===== config.mk =====
export PLATFORM = sky130hd
export DESIGN_NAME = baud_reply_frame_parser_core
export DESIGN_NICKNAME = d
export VERILOG_FILES = /design/src/sv/brfp_pkg.sv /design/src/sv/baud_reply_frame_parser_core.sv
export SDC_FILE = /design/constraint.sdc
export NUM_CORES = 1
export LEC_CHECK = 0
export BUFFER_PORTS_ARGS = -buffer_cell sky130_fd_sc_hd__buf_2
export CAP_MARGIN = 5
export CORE_MARGIN = 2
export CORE_UTILIZATION = 63
export DETAILED_ROUTE_END_ITERATION = 8
export MAX_ROUTING_LAYER = met4
export PLACE_DENSITY = 0.84
export SYNTH_ARGS = -nofsm -noshare
export SYNTH_HDL_FRONTEND = slang
export SYNTH_SLANG_ARGS = --single-unit

===== constraint.sdc =====
create_clock -name clk -period 4.21 [get_ports clk]
set_clock_uncertainty 0.2 [all_clocks]
set_input_delay 1.0525 -clock clk [delete_from_list [all_inputs] [get_ports clk]]
set_output_delay 1.0525 -clock clk [all_outputs]
set_load 0.005 [all_outputs]

===== src/sv/brfp_pkg.sv =====
// ----------------------------------------------------------------------------
// brfp_pkg: shared types and constants for the reply frame parser
// Parse phases, the fixed payload length and the ASCII tag and digit codes.
// ----------------------------------------------------------------------------
package brfp_pkg;

    // Payload length carried in the length byte
    localparam int unsigned PAYLOAD_LEN = 5;

    // Width of the slot index into the frame store
    localparam int unsigned IDX_W = 3;

    localparam logic [7:0] LEN_BYTE   = 8'(PAYLOAD_LEN);
    localparam logic [7:0] CHAR_C     = 8'h43;
    localparam logic [7:0] CHAR_A     = 8'h41;
    localparam logic [7:0] CHAR_N     = 8'h4E;
    localparam logic [7:0] CHAR_EQ    = 8'h3D;
    localparam logic [7:0] CHAR_ZERO  = 8'h30;

    // Parser phases
    typedef enum logic [1:0] {
        PH_HEAD = 2'd0,
        PH_LEN  = 2'd1,
        PH_DATA = 2'd2,
        PH_SUM  = 2'd3
    } phase_t;

endpackage


===== src/sv/baud_reply_frame_parser_core.sv =====
// ----------------------------------------------------------------------------
// baud_reply_frame_parser_core: reply frame recognizer for received bytes
// Finds header, length, five payload bytes and an additive checksum, and
// reports the baud code of a good "CAN=" reply.
// ----------------------------------------------------------------------------
// Every received byte yields exactly one result (frame_ok, baud_code), in the
// cycle after the byte is transferred in; a byte can be transferred in every
// cycle unless in_stall holds it. The parser state, the payload bytes and a running checksum sit in
// registers, and the result lands in an output register, so a new byte is
// taken while the previous result still waits, as long as out_stall is low
// or the output register is empty. Write header_byte only while idle.
// ----------------------------------------------------------------------------
module baud_reply_frame_parser_core (
    input  logic       clk,
    input  logic       rst_n,
    // configuration
    input  logic       header_we,
    input  logic [7:0] header_byte,
    // byte input channel
    input  logic       in_valid,
    output logic       in_stall,
    input  logic [7:0] rx_byte,
    // result channel
    output logic       out_valid,
    input  logic       out_stall,
    output logic       frame_ok,
    output logic [7:0] baud_code
);

    localparam int unsigned LAST_IDX = brfp_pkg::PAYLOAD_LEN;

    brfp_pkg::phase_t               phase_reg, phase_next;
    logic [brfp_pkg::IDX_W-1:0]     idx_reg, idx_next;
    logic [7:0]                     sum_reg, sum_next;
    logic [7:0]                     data_reg [1:LAST_IDX];
    logic                           data_we;
    logic [7:0]                     hdr_reg;
    logic                           out_valid_reg, out_valid_next;
    logic                           frame_ok_reg;
    logic [7:0]                     baud_code_reg;
    logic                           res_ok;
    logic [7:0]                     res_code;
    logic                           in_xfer;
    logic                           tag_ok;

    // Take a byte whenever the output register is free or being drained
    assign in_stall = out_valid_reg & out_stall;
    assign in_xfer  = in_valid & ~in_stall;

    // Header register
    always_ff @(posedge clk or negedge rst_n)
    begin
        if (!rst_n)
        begin
            hdr_reg <= 8'd0;
        end
        else if (header_we)
        begin
            hdr_reg <= header_byte;
        end
    end

    // Next phase
    always_comb
    begin
        phase_next = phase_reg;
        unique case (phase_reg)
            brfp_pkg::PH_HEAD:
            begin
                if (rx_byte == hdr_reg)
                begin
                    phase_next = brfp_pkg::PH_LEN;
                end
            end
            brfp_pkg::PH_LEN:
            begin
                phase_next = (rx_byte == brfp_pkg::LEN_BYTE) ? brfp_pkg::PH_DATA
                                                               : brfp_pkg::PH_HEAD;
            end
            brfp_pkg::PH_DATA:
            begin
                if (idx_reg >= brfp_pkg::IDX_W'(LAST_IDX))
                begin
                    phase_next = brfp_pkg::PH_SUM;
                end
            end
            brfp_pkg::PH_SUM:
            begin
                phase_next = brfp_pkg::PH_HEAD;
            end
            default:
            begin
                phase_next = brfp_pkg::PH_HEAD;
            end
        endcase
    end

    // Compare tag bytes against "CAN="
    assign tag_ok = (data_reg[1] == brfp_pkg::CHAR_C) && (data_reg[2] == brfp_pkg::CHAR_A)
                 && (data_reg[3] == brfp_pkg::CHAR_N) && (data_reg[4] == brfp_pkg::CHAR_EQ);

    // Datapath: slot index, running checksum, payload write and result
    always_comb
    begin
        idx_next = idx_reg;
        sum_next = sum_reg;
        data_we  = 1'b0;
        res_ok   = 1'b0;
        res_code = 8'd0;
        unique case (phase_reg)
            brfp_pkg::PH_HEAD:
            begin
                if (rx_byte == hdr_reg)
                begin
                    idx_next = '0;
                end
            end
            brfp_pkg::PH_LEN:
            begin
                if (rx_byte == brfp_pkg::LEN_BYTE)
                begin
                    idx_next = brfp_pkg::IDX_W'(1);
                    sum_next = rx_byte;
                end
            end
            brfp_pkg::PH_DATA:
            begin
                idx_next = idx_reg + brfp_pkg::IDX_W'(1);
                if (idx_reg <= brfp_pkg::IDX_W'(LAST_IDX) && idx_reg != '0)
                begin
                    data_we  = 1'b1;
                    sum_next = sum_reg + rx_byte;
                end
            end
            brfp_pkg::PH_SUM:
            begin
                if (rx_byte == sum_reg && tag_ok)
                begin
                    res_ok   = 1'b1;
                    res_code = data_reg[LAST_IDX] - brfp_pkg::CHAR_ZERO;
                end
            end
            default:
            begin
                res_ok = 1'b0;
            end
        endcase
    end

    // Parser state registers
    always_ff @(posedge clk or negedge rst_n)
    begin
        if (!rst_n)
        begin
            phase_reg <= brfp_pkg::PH_HEAD;
            idx_reg   <= '0;
            sum_reg   <= 8'd0;
        end
        else if (in_xfer)
        begin
            phase_reg <= phase_next;
            idx_reg   <= idx_next;
            sum_reg   <= sum_next;
        end
    end

    // Payload store, one slot per payload byte
    always_ff @(posedge clk)
    begin
        for (int i = 1; i <= LAST_IDX; i++)
        begin
            if (in_xfer && data_we && idx_reg == brfp_pkg::IDX_W'(i))
            begin
                data_reg[i] <= rx_byte;
            end
        end
    end

    // Output register: load on input transfer, drop when taken
    always_comb
    begin
        if (in_xfer)
        begin
            out_valid_next = 1'b1;
        end
        else if (out_stall)
        begin
            out_valid_next = out_valid_reg;
        end
        else
        begin
            out_valid_next = 1'b0;
        end
    end

    always_ff @(posedge clk or negedge rst_n)
    begin
        if (!rst_n)
        begin
            out_valid_reg <= 1'b0;
        end
        else
        begin
            out_valid_reg <= out_valid_next;
        end
    end

    always_ff @(posedge clk)
    begin
        if (in_xfer)
        begin
            frame_ok_reg  <= res_ok;
            baud_code_reg <= res_code;
        end
    end

    assign out_valid = out_valid_reg;
    assign frame_ok  = frame_ok_reg;
    assign baud_code = baud_code_reg;

    // Checks
    a_stall_only_when_full: assert property (@(posedge clk) disable iff (!rst_n)
        !out_valid_reg |-> !in_stall)
        else $error("input stalled with empty output register");

    a_sum_returns_head: assert property (@(posedge clk) disable iff (!rst_n)
        (in_xfer && phase_reg == brfp_pkg::PH_SUM) |=> phase_reg == brfp_pkg::PH_HEAD)
        else $error("checksum byte did not return parser to header search");

    a_ok_only_from_sum: assert property (@(posedge clk) disable iff (!rst_n)
        (in_xfer && phase_reg != brfp_pkg::PH_SUM) |=> !frame_ok_reg)
        else $error("frame_ok raised outside checksum phase");

    a_data_index_range: assert property (@(posedge clk) disable iff (!rst_n)
        phase_reg == brfp_pkg::PH_DATA |->
            (idx_reg != '0 && idx_reg <= brfp_pkg::IDX_W'(LAST_IDX)))
        else $error("payload slot index out of range");

    a_code_zero_when_bad: assert property (@(posedge clk) disable iff (!rst_n)
        (out_valid_reg && !frame_ok_reg) |-> baud_code_reg == 8'd0)
        else $error("baud_code nonzero without frame_ok");

endmodule


# Yosys cells after proc, flatten, opt, wreduce, memory -nomap -nowiden
# Memories as Yosys holds them, arrays and structs flattened.
# Index checks and enable logic that the tools add are counted.
dict set report op_classes {
  n_addsub 3
  magnitude_cmp 2
  eq_ne 20
  n_mux 37
  bitwise_logic 3
  n_reduce_logical 23
}
# cell n
set op_table {}
lappend op_table {{$mux 8} 6}
lappend op_table {{$reduce_or 8->1} 4}
lappend op_table {{$eq 8x7->1 const B} 3}
lappend op_table {{$mux 1} 19}
lappend op_table {{$mux 3} 6}
lappend op_table {{$eq 8x8->1} 2}
lappend op_table {{$pmux 8 s2} 1}
lappend op_table {{$logic_and 1x1->1} 11}
lappend op_table {{$pmux 3 s3} 1}
lappend op_table {{$add 8x8->8} 1}
lappend op_table {{$eq 8x3->1 const B} 1}
lappend op_table {{$eq 8x6->1 const B} 1}
lappend op_table {{$ne 2x2->1 const B} 4}
lappend op_table {{$pmux 2 s4} 1}
lappend op_table {{$reduce_and 4->1} 2}
lappend op_table {{$sub 8x6->8 const B} 1}
lappend op_table {{$eq 3x2->1 const B} 2}
lappend op_table {{$eq 3x3->1 const B} 2}
lappend op_table {{$mux 2} 3}
lappend op_table {{$reduce_bool 3->1} 2}
lappend op_table {{$eq 2x2->1 const B} 2}
lappend op_table {{$add 3x1->3 const B} 1}
lappend op_table {{$eq 3x1->1 const B} 1}
lappend op_table {{$ge 3x3->1 const B} 1}
lappend op_table {{9 further kinds} 10}
dict set report totals {
  regBits 31
  mem_bits_rw 40
  inputBits 21
  mem_count 1
}
# memory depth word_bits read_ports rd_ports_with_merged_regs write_ports line_no
set mem_list {}
lappend mem_list {data_reg 5 8 5 0 1 baud_reply_frame_parser_core.sv:35} ;# logic [7:0] data_reg [1:LAST_IDX];

# Longest topological paths before layout
# Gate-level depths: netlist (run 1).
dict set report logic_depth {
  word_depth 13
  depth_mapped 8
  depth_no_buf 8
}

# Worst setup path after synthesis (run 1)
# OpenSTA, ideal clock, no wires.
dict set report synth_timing {
  path_kind {input-to-reg}
  from {in out_stall}
  to {reg, netlist name data_reg[0][10]}
  setup_ps 398
  arrival_time_ps 2473
  setup_slack_ps 1139
  path_stages 5
  n_path_buf 0
  path_cell_list {nand2_1 -> nand2_1 -> inv_2 -> nand2_1 -> nor4b_1}
}
# element line_no
set synth_rtl {}
lappend synth_rtl {{start: declaration} baud_reply_frame_parser_core.sv:25} ;# input logic out_stall,

# Worst setup path after layout (run 1)
dict set report layout_timing {
  from {in rx_byte[4]}
  to {reg baud_code_reg[3], in the netlist baud_code[3] (data pin)}
}
dict set report layout_between {
  elab_chain_len 3
}
# element line_no
set layout_rtl {}
lappend layout_rtl {{start: declaration} baud_reply_frame_parser_core.sv:22} ;# input logic [7:0] rx_byte,
lappend layout_rtl {{$eq 8x8->1} baud_reply_frame_parser_core.sv:137} ;# if (rx_byte == sum_reg && tag_ok)
lappend layout_rtl {{$logic_and 1x1->1} baud_reply_frame_parser_core.sv:137}
lappend layout_rtl {{$reduce_and 2->1 (no source line)} --}
lappend layout_rtl {{end signal: assignment} baud_reply_frame_parser_core.sv:213} ;# baud_code_reg <= res_code;
lappend layout_rtl {{end: declaration} baud_reply_frame_parser_core.sv:40} ;# logic [7:0] baud_code_reg;
# No other way between the ends.
# A chain may end at the register's enable or synchronous reset.

==> metrics.txt, run 1 <==
1st-iter DRT viols=115; Worst path slowest cell=or4_4; outcome=completed; Pwr per Cell Area=474.8 nW/um2; CTS H-tree lvls=3; Cell Chain, Critical Path=buf_2 > ha_1 > nor4b_1 > nand4_1 > or4_4 > nor3_4 > and2_1; final wirelength=around 6000 um; GP Congestion=0.8399; ANT nets after route=0; Synth cell types=just under 50; All-Layer GR Usage=23.65%; Layout Area Growth over Synthesis=12.95%; Nets=321; Sink Count=71; placed instance count=340; max-slew violations=0; setup bufs post-CTS=0; initial antenna violation count=0; Avg WL per Cell=16.87 um; Hold-fix buffers, CTS=0; Mean Syn Cell Area=roughly 14 um2; actual slew at the worst max-slew pin=about 560 ps; Pwr Total=~1800 uW; Hold Crit Class=reg2reg; n_diodes=0; Rows=26; via count=about 2,100; flops & latches, synth=71; kind of cell adding the most delay to the critical path=simple AND/OR/NAND/NOR gates; io pins=32; crit start category=input port; Peak VDD IR=~0.00034 V; asr flop ratio synth=30.99%; CP bufs+invs=1; max-capacitance violation count=0; fillcell total=344; DRT Pass-1 Iters=4; clock root cell=clkbuf_8; Starting Density=roughly two thirds; post-DP HPWL=4264 um; worst stage delay on the critical path=slightly below 500 ps; R2R setup slack=1590 ps; critical path peak fanout=9; largest net degree at the start of global routing=23; post-synthesis sequential area ratio=61.21%; warning count from the yosys run=0; setup slack after layout=approximately 1100 ps; fin cells=356; Leakage=0.001486 uW; final setup vio count=0; die extent in x=roughly 76 um; final critical-path share of the clock period=between 70% and 80%; unrepaired setup endpoints after global routing=false; Core Area=~5100 um2; Final Hold Fails=0; Die ar.=5838 um2; IO buf count=31; final hold slack=~330 ps; CTS buffer count=9; max FFs per register=40; Max Fclk=322.9 MHz; DRC violations left=0; Post-Place Setup Slack=765.7 ps; Worst-path clk slew=70 ps; post-DR vias/cell=5.798; gr ovfl total=0; number of flops mapped to enable cells by yosys=49; vias in the first global route=2,155; Synth Flop Type=edfxtp_1; first-pass GRT wire length=a little over 10,000 um; share of cells above drive strength 1=22.38%; WP data arrival=roughly 3100 ps; post-cts resize count=0; Die Span Y=76.41 um; CTS tree=done; Post-Syn Area=3303 um2; Clock Latency Late Sink=~340 ps; max_slew headroom=a little over three fifths; syn nets=approximately 280; post-route setup TNS=0 ps; post-synthesis cell count=approximately 240; deepest clock path buffer count=2; post-layout minimum cycle time=3097 ps; Setup CP Type=in2reg; CP required=4220 ps; CP Capture Type=register
through the flow:
stage | cell area [um2] | utilization, %
after detailed placement | 3542 | 69.80
after global routing | 3731 | 73.52
after CTS | 3731 | 73.52
after global placement | 3542 | 69.80
after floorplan | 3303 | -
final | 3731 | 73.52
cells in the final DEF, fill, tap and decap left out, drive strengths merged, types with 2 or more instances in the layout:
master / count
buf: 33
nor4: 4
o31a: 2
nor2b: 3
ha: 18
nor4b: 6
nand2b: 4
nand3: 2
xnor2: 10
nand2: 7
a21oi: 12
a21o: 2
and2: 6
dfrtp: 22
a211oi: 2
nor3: 5
inv: 13
o21a: 3
clkbuf: 10
and3: 3
or4: 2
nand4: 7
xor2: 3
mux2: 10
o211ai: 3
clkinv: 4
o21ai: 7
edfxtp: 49
mux2i: 8
nor2: 12
metal layers:
layer	up-vias	GRT usage, %	wire [um]
met4	0	12.18	183
met3	19	4.147	238
met2	67	38.14	3028
met1	992	28.90	2554
met5	-	-	0
li1	986	-	-
synth_stat cells, drive strengths merged, types with 4 or more instances:
library cell	instances	share of area [%]
mux2i	8	2.4
nand2b	4	0.76
ha	18	6.8
xnor2	10	2.7
o21ai	7	1.1
and2	6	1.1
dfrtp	22	17
a21oi	12	1.8
nand2	7	0.80
inv	13	1.5
nor2	12	1.4
nand4	7	1.5
mux2	10	3.4
nor4	4	0.76
nor3	5	1.1
nor4b	6	1.6
edfxtp	49	45
cell type report:
| type | instances | area [um2] | share of cell area, % |
|---|---|---|---|
| Tap cell | 70 | 87.58 | 2.347 |
| Inverter | 13 | 48.80 | 1.308 |
| Sequential cell | 71 | 2022 | 54.19 |
| Timing Repair Buffer | 33 | 170.2 | 4.561 |
| Clock buffer | 10 | 127.6 | 3.421 |
| Multi-Input combinational cell | 153 | 1214 | 32.53 |
| Clock inverter | 6 | 61.31 | 1.643 |
power by group:
part / switching, uW / total (uW) / internal, uW
clock: 248 / 519 / 271
combinational: 231 / 406 / 175
sequential: 46.6 / 847 / 800
total: 525 / 1770 / 1250
path summary, 6_finish.rpt:
path,startpoint,to,depth (start not counted)
max,rx_byte[4],baud_code[3]$_SDFFCE_PN0P_,7
max in group asynchronous,rst_n,idx_reg[1]$_DFFE_PN0P_,1
min in group asynchronous,rst_n,sum_reg[3]$_DFFE_PN0P_,1
min,hdr_reg[4]$_DFFE_PN0P_,hdr_reg[4]$_DFFE_PN0P_,1
min reg2reg,hdr_reg[4]$_DFFE_PN0P_,hdr_reg[4]$_DFFE_PN0P_,1
max reg2reg,sum_reg[4]$_DFFE_PN0P_,baud_code[3]$_SDFFCE_PN0P_,6
logic make-up after synthesis:
| family | Yosys count | synth area share (%) |
|---|---|---|
| buffers and inverters | 17 | 2.046 |
| muxes | 18 | 5.833 |
| AOI/OAI and AO/OA | 35 | 6.856 |
| DFF | 71 | 61.21 |
| xor gates and xnor gates | 13 | 3.674 |
| adders and majority gates | 19 | 7.424 |
| and+or+nand+nor | 68 | 12.96 |
(Power assumes the default switching activity.)
==> run 2: changes to the inputs <==
--- a/config.mk
+++ b/config.mk
@@ -8,10 +8,10 @@
 export BUFFER_PORTS_ARGS = -buffer_cell sky130_fd_sc_hd__buf_2
 export CAP_MARGIN = 5
 export CORE_MARGIN = 2
-export CORE_UTILIZATION = 63
+export CORE_UTILIZATION = 53
 export DETAILED_ROUTE_END_ITERATION = 8
 export MAX_ROUTING_LAYER = met4
-export PLACE_DENSITY = 0.84
+export PLACE_DENSITY = 0.75
 export SYNTH_ARGS = -nofsm -noshare
 export SYNTH_HDL_FRONTEND = slang
 export SYNTH_SLANG_ARGS = --single-unit
==> constraint.sdc (replaced) <==
create_clock -name clk -period 2.8 [get_ports clk]
set_clock_uncertainty 0.2 [all_clocks]
set_input_delay 0.7 -clock clk [delete_from_list [all_inputs] [get_ports clk]]
set_output_delay 0.7 -clock clk [all_outputs]
set_load 0.005 [all_outputs]
==> run 2 against run 1 <==
Against the previous run: design area up 5.4%; clock-buffer cell count down 1; largest cell class unchanged; combinational power up 70%; non-clock buffer count up 17; critical path depth up 1; largest power group unchanged.
==> metrics.txt, run 2 (synthesis results as in run 1) <==
post-layout minimum cycle time=around 2700 ps; Worst path slowest cell=or4_4; n_diodes=0 (unchanged); Die Span Y=82.95 um (+8.6%); Hold Crit Class=in2async; CTS tree=done; Reg2Reg Depth=7 (+1); Avg WL per Cell=16.76 um (-0.63%); Sink Count=71 (unchanged); CP Capture Type=register; die extent in x=82.95 um (+8.6%); Pwr Total=2941 uW (+66%); post-DR vias/cell=5.608 (-3.3%); vias in the first global route=2,161 (+0.28%); R2R Path End=baud_code[5]$_SDFFCE_PN0P_; max-slew violations=0 (unchanged); Seq. cell area=2022 um2 (unchanged); clock network power share=33.4% (+4.1 points); commonest non-fill, non-tap cell in the layout=edfxtp_1; Area after DPL=3689 um2 (+4.1%); Final Instance Area=3933 um2 (+5.4%); ANT nets after route=0 (unchanged); via count=2,120 (+2.7%); final hold slack=117.4 ps (-212.6 ps); Cell Chain, Critical Path=buf_2 > ha_1 > nor4_1 > buf_4 > nand4_1 > or4_4 > nor3_4 > and2_1; io pins=32 (unchanged); Starting Density=55.46% (-9.6 points); fillcell total=440 (+28%); Psw=813.6 uW (+55%); worst stage delay on the critical path=540 ps (+50 ps); Sw Share=27.66% (-2.0 points); CTS buffer count=9 (unchanged); Pwr per Cell Area=747.9 nW/um2 (+58%); DRT Pass-1 Iters=4 (unchanged); Nets=338 (+5.3%); combinational share of power=23.5% (+0.6 points); post-cts resize count=0 (unchanged); deepest clock path buffer count=2 (unchanged); Peak VDD IR=0.0004444 V (+29%); Layout Area Growth over Synthesis=19.05%; DRC violations left=0 (unchanged); crit start category=input port; Int Pwr=2128 uW (+71%); outcome=completed; gr ovfl total=0 (unchanged); Final Hold Fails=0 (unchanged); Setup CP Type=in2reg; CTS H-tree lvls=3 (unchanged); final setup vio count=0 (unchanged); Clock Latency Late Sink=340 ps (about the same); Hold-fix buffers, CTS=0 (unchanged); Die ar.=6880 um2 (+18%); max-capacitance violation count=0 (unchanged); All-Layer GR Usage=20.28% (-3.4 points); R2R setup slack=210 ps (-1380 ps); actual slew at the worst max-slew pin=508.2 ps (-53.09 ps); Max Fclk=372.7 MHz; max FFs per register=40 (unchanged); footprint of the multi-input gates=1214 um2 (unchanged); first-pass GRT wire length=10,420 um (+1.9%); unrepaired setup endpoints after global routing=false; critical path peak fanout=6 (-3); max_slew headroom=66.12% (+3.5 points); setup bufs post-CTS=0 (unchanged); Leakage=0.001596 uW (+7.4%); 1st-iter DRT viols=125 (+8.7%); Worst-path clk slew=80 ps (about the same); IO buf count=31 (unchanged); post-DP HPWL=4521 um (+6.0%); clock root cell=clkbuf_8; Reg-to-Reg Start=sum_reg[5]$_DFFE_PN0P_; final wirelength=6335 um (+5.5%); share of cells above drive strength 1=27.06% (+4.7 points); GP Congestion=0.8972 (+6.8%); CP required=2810 ps (-1410 ps); largest net degree at the start of global routing=23 (unchanged); commonest cells after routing, fill and taps aside=edfxtp_1, buf_2, dfrtp_1; Rows=28 (+7.7%); initial antenna violation count=0 (unchanged); final critical-path share of the clock period=between 90 and 100%; sequential share of power=43.1% (-4.7 points); Core Area=5956 um2 (+17%); WP data arrival=2690 ps (-420 ps); post-route setup TNS=0 ps (unchanged)
==> run 2: worst max path at each step <==
stage | start | endpoint | cells past startpoint
4_1_cts | rx_byte[5] | baud_code[5]$_SDFFCE_PN0P_ | 8
2_1_floorplan | out_stall | data_reg[0][10]$_DFFE_PP_ | 5
6_report | rx_byte[5] | baud_code[5]$_SDFFCE_PN0P_ | 8
5_1_grt | rx_byte[5] | baud_code[1]$_SDFFCE_PN0P_ | 8
3_3_place_gp | rx_byte[5] | baud_code[0]$_SDFFCE_PN0P_ | 8
3_5_place_dp | rx_byte[5] | baud_code[5]$_SDFFCE_PN0P_ | 8
==> run 2: area by class of cell <==
cell class              count  share of cell area [%]
clock inverters             7                   3.054
clock buffers               9                   3.150
flip-flops and latches     71                   51.42
well taps                  75                   2.386
multi-input cells         153                   30.86
repair buffers             50                   7.891
inverters                  13                   1.241
==> run 2: power groups by stage <==
stage	Clock [uW]	Combinational (uW)	Sequential (uW)
floorplan	0	459	1270
global placement	0	670	1290
detailed placement	0	685	1290
CTS	994	693	1270
global route	1040	779	1280
finish	983	690	1270
==> run 2: critical path: cells and delay by family <==
family / cells / cell delay, ps
fa+ha+maj: 1 / 300
buf+inv: 2 / 280
simple gates: 5 / 1400
==> run 2: through the flow <==
| step | setup slack (ps) | instances | util [%] |
|---|---|---|---|
| 5_1_grt | 30.62 | 378 | 66.03 |
| 6_report | 117.2 | 378 | 66.03 |
| 3_3_place_gp | -171.4 | 362 | 61.93 |
| 3_5_place_dp | -237.1 | 362 | 61.93 |
| 4_1_cts | 111.5 | 378 | 66.03 |
| 2_1_floorplan | 81.76 | 241 | - |
==> run 2: per-layer routing <==
layer	track usage [%]	share of wire [%]	up-vias	wire, um
met3	4.374	5.6	13	357
met2	33.43	50	65	3148
met5	-	0	-	0
met4	9.091	2.1	0	136
met1	24.04	43	1022	2693
li1	-	-	1020	-
==> run 3: changes to the inputs <==
--- a/config.mk
+++ b/config.mk
@@ -5,6 +5,7 @@
 export SDC_FILE = /design/constraint.sdc
 export NUM_CORES = 1
 export LEC_CHECK = 0
+export ABC_AREA = 1
 export BUFFER_PORTS_ARGS = -buffer_cell sky130_fd_sc_hd__buf_2
 export CAP_MARGIN = 5
 export CORE_MARGIN = 2
==> run 3 against run 2 <==
Against the previous run: register-to-register slack better by 580 ps; design area fell by 2.6%; clock power decreased by 12%; critical path depth is 1 lower; clock-buffer cell count is 1 higher.
==> metrics.txt, run 3 <==
initial antenna violation count=0 (unchanged); Starting Density=55.43% (about the same); Nets=393 (+16%); CP Capture Type=register; kind of cell adding the most delay to the critical path=simple AND/OR/NAND/NOR gates; fillcell total=490 (+11%); CP required=2800 ps (about the same); Peak VDD IR=0.0003610 V (-19%); 1st-iter DRT viols=66 (-47%); top cells by count, synth=nand2_1, edfxtp_1, inv_1; critical path peak fanout=9 (+3); Mean Syn Cell Area=10.85 um2 (-21%); DRT Pass-1 Iters=4 (unchanged); Post-Syn Area=3321 um2 (+0.53%); commonest cells after routing, fill and taps aside=nand2_1, edfxtp_1, inv_1; post-synthesis sequential area ratio=60.89% (-0.32 points); final wirelength=6174 um (-2.5%); CTS buffer count=9 (unchanged); Layout Area Growth over Synthesis=15.30%; Avg WL per Cell=14.26 um (-15%); Yosys top cell by area=edfxtp_1; mux cell area share after synthesis=1.696% (-4.1 points); Sink Count=71 (unchanged); outcome=completed; Hold Crit Class=in2async; Setup CP Type=in2reg; setup bufs post-CTS=0 (unchanged); CP bufs+invs=1 (-1); Worst-path clk slew=70 ps (about the same); Leakage=0.001679 uW (+5.2%); Pwr Total=2737 uW (-6.9%); first-pass GRT wire length=10,140 um (-2.7%); Worst path slowest cell=ha_1; crit start category=input port; R2R setup slack=790 ps (+580 ps); post-layout minimum cycle time=2153 ps (-529.8 ps); most common cell in the netlist=nand2_1; Pwr per Cell Area=714.8 nW/um2 (-4.4%); post-DP HPWL=4490 um (-0.69%); max_slew headroom=65.62% (-0.49 points); Die ar.=6915 um2 (+0.51%); flops & latches, synth=71 (unchanged); GP Congestion=0.9103 (+1.5%); commonest non-fill, non-tap cell in the layout=nand2_1; Clock Latency Late Sink=340 ps (about the same); Cell Chain, Critical Path=buf_2 > ha_1 > nor4_1 > nand2_1 > nor2_1 > nand3b_2 > nor2_1; worst stage delay on the critical path=400 ps (-140 ps); n_diodes=0 (unchanged); Core Area=5991 um2 (+0.59%); asr flop ratio synth=30.99% (unchanged); syn nets=346 (+23%); Synth Area in Compound Gates=4.484% (-2.4 points); WP data arrival=2150 ps (-540 ps); unrepaired setup endpoints after global routing=false; CTS tree=done; vias in the first global route=2,293 (+6.1%); fraction of synthesized cell area in xor and xnor cells=3.165% (-0.51 points); via count=2,257 (+6.5%); post-route setup TNS=0 ps (unchanged); main combinational cell family by area after synthesis=simple AND/OR/NAND/NOR gates; actual slew at the worst max-slew pin=515.6 ps (+7.411 ps); post-DR vias/cell=5.212 (-7.1%); share of the synthesized area in the top cell type=44.31% (-0.23 points); share of cells above drive strength 1=19.83% (-7.2 points); post-cts resize count=0 (unchanged); largest net degree at the start of global routing=23 (unchanged); IO buf count=31 (unchanged); Synth cell types=31 (-37%); die extent in x=83.16 um (+0.25%); number of flops mapped to enable cells by yosys=49 (unchanged); Simple-Gate Fraction of Synth Area=17.78% (+4.8 points); Post-Synth Adder-Cell Area=7.385% (-0.039 points); Synth Flop Type=edfxtp_1; Final Hold Fails=0 (unchanged); Max Fclk=464.5 MHz (+25%); CTS H-tree lvls=3 (unchanged); max FFs per register=40 (unchanged); cell mode on critical path=nor2_1; gr ovfl total=0 (unchanged); max-capacitance violation count=0 (unchanged); io pins=32 (unchanged); warning count from the yosys run=0 (unchanged); Rows=28 (unchanged); Hold-fix buffers, CTS=0 (unchanged); max-slew violations=0 (unchanged); clock root cell=clkbuf_8; final setup vio count=0 (unchanged); largest cells by area after synthesis=edfxtp_1, dfrtp_1, nand2_1, ha_1, inv_1; All-Layer GR Usage=19.58% (-0.70 points); final critical-path share of the clock period=76.89% (-19 points); deepest clock path buffer count=2 (unchanged); DRC violations left=0 (unchanged); post-synthesis cell count=306 (+27%); Die Span Y=83.16 um (+0.25%); ANT nets after route=0 (unchanged)
## run 3: power by group
group	internal, uW	switching (uW)
Sequential	1210	64.2
Combinational	238	361
Clock	498	369
Total	1940	794
## run 3: area by class of cell
type	count	area (um2)	share of cell area [%]
clock buffers	10	127.6	3.333
clock inverters	6	85.08	2.222
inverters	37	138.9	3.627
multi-input cells	195	1146	29.93
flip-flops and latches	71	2022	52.81
well taps	75	93.84	2.451
repair buffers	39	215.2	5.621
## run 3: path summary, 6_finish.rpt
kind,cells after the start,end,startpoint
min,1,async pin,rst_n
min reg2reg,2,sum_reg[5]$_DFFE_PN0P_,sum_reg[5]$_DFFE_PN0P_
max in group asynchronous,1,hdr_reg[7]$_DFFE_PN0P_,rst_n
max,7,baud_code[0]$_SDFFCE_PN0P_,rx_byte[2]
min in group clk,2,sum_reg[5]$_DFFE_PN0P_,sum_reg[5]$_DFFE_PN0P_
max reg2reg,7,data_reg[0][10]$_DFFE_PP_,idx_reg[1]$_DFFE_PN0P_
## run 3: worst register-to-register path, delay by kind of cell, from the launching register on
family / cells / cell delay [ps]
flip-flops: 1 / 450
adder cells (fa/ha/maj): 1 / 170
AND/OR/NAND/NOR: 2 / 420
AO/OA/AOI/OAI: 1 / 110
buffers and inverters: 3 / 380
## run 3: cell families after synthesis
logic type	count (synthesis)
AND/OR/NAND/NOR	131
flip-flops	71
buffers and inverters	40
AO/OA/AOI/OAI	28
adder cells (fa/ha/maj)	19
XOR/XNOR	12
multiplexers	5
## run 3: per-stage QoR
stage | utilization (%) | area, um2 | worst slack (ps) | std cells | hold WS [ps]
global route | 63.91 | 3829 | 497.8 | 433 | 151.0
global placement | 60.36 | 3616 | 363.5 | 417 | 271.2
CTS | 63.91 | 3829 | 678.7 | 433 | 121.7
detailed placement | 60.36 | 3616 | 301.2 | 417 | 278.2
finish | 63.91 | 3829 | 647.1 | 433 | 119.7
floorplan | - | 3321 | 280.7 | 306 | 204.4
## run 3: metal layers
metal | GRT usage (%) | part of all wire [%] | up-vias
met5 | - | 0 | -
met4 | 11.48 | 3.3 | 0
met3 | 3.579 | 3.7 | 18
met2 | 33.21 | 51 | 54
met1 | 21.56 | 42 | 1069
li1 | - | - | 1116
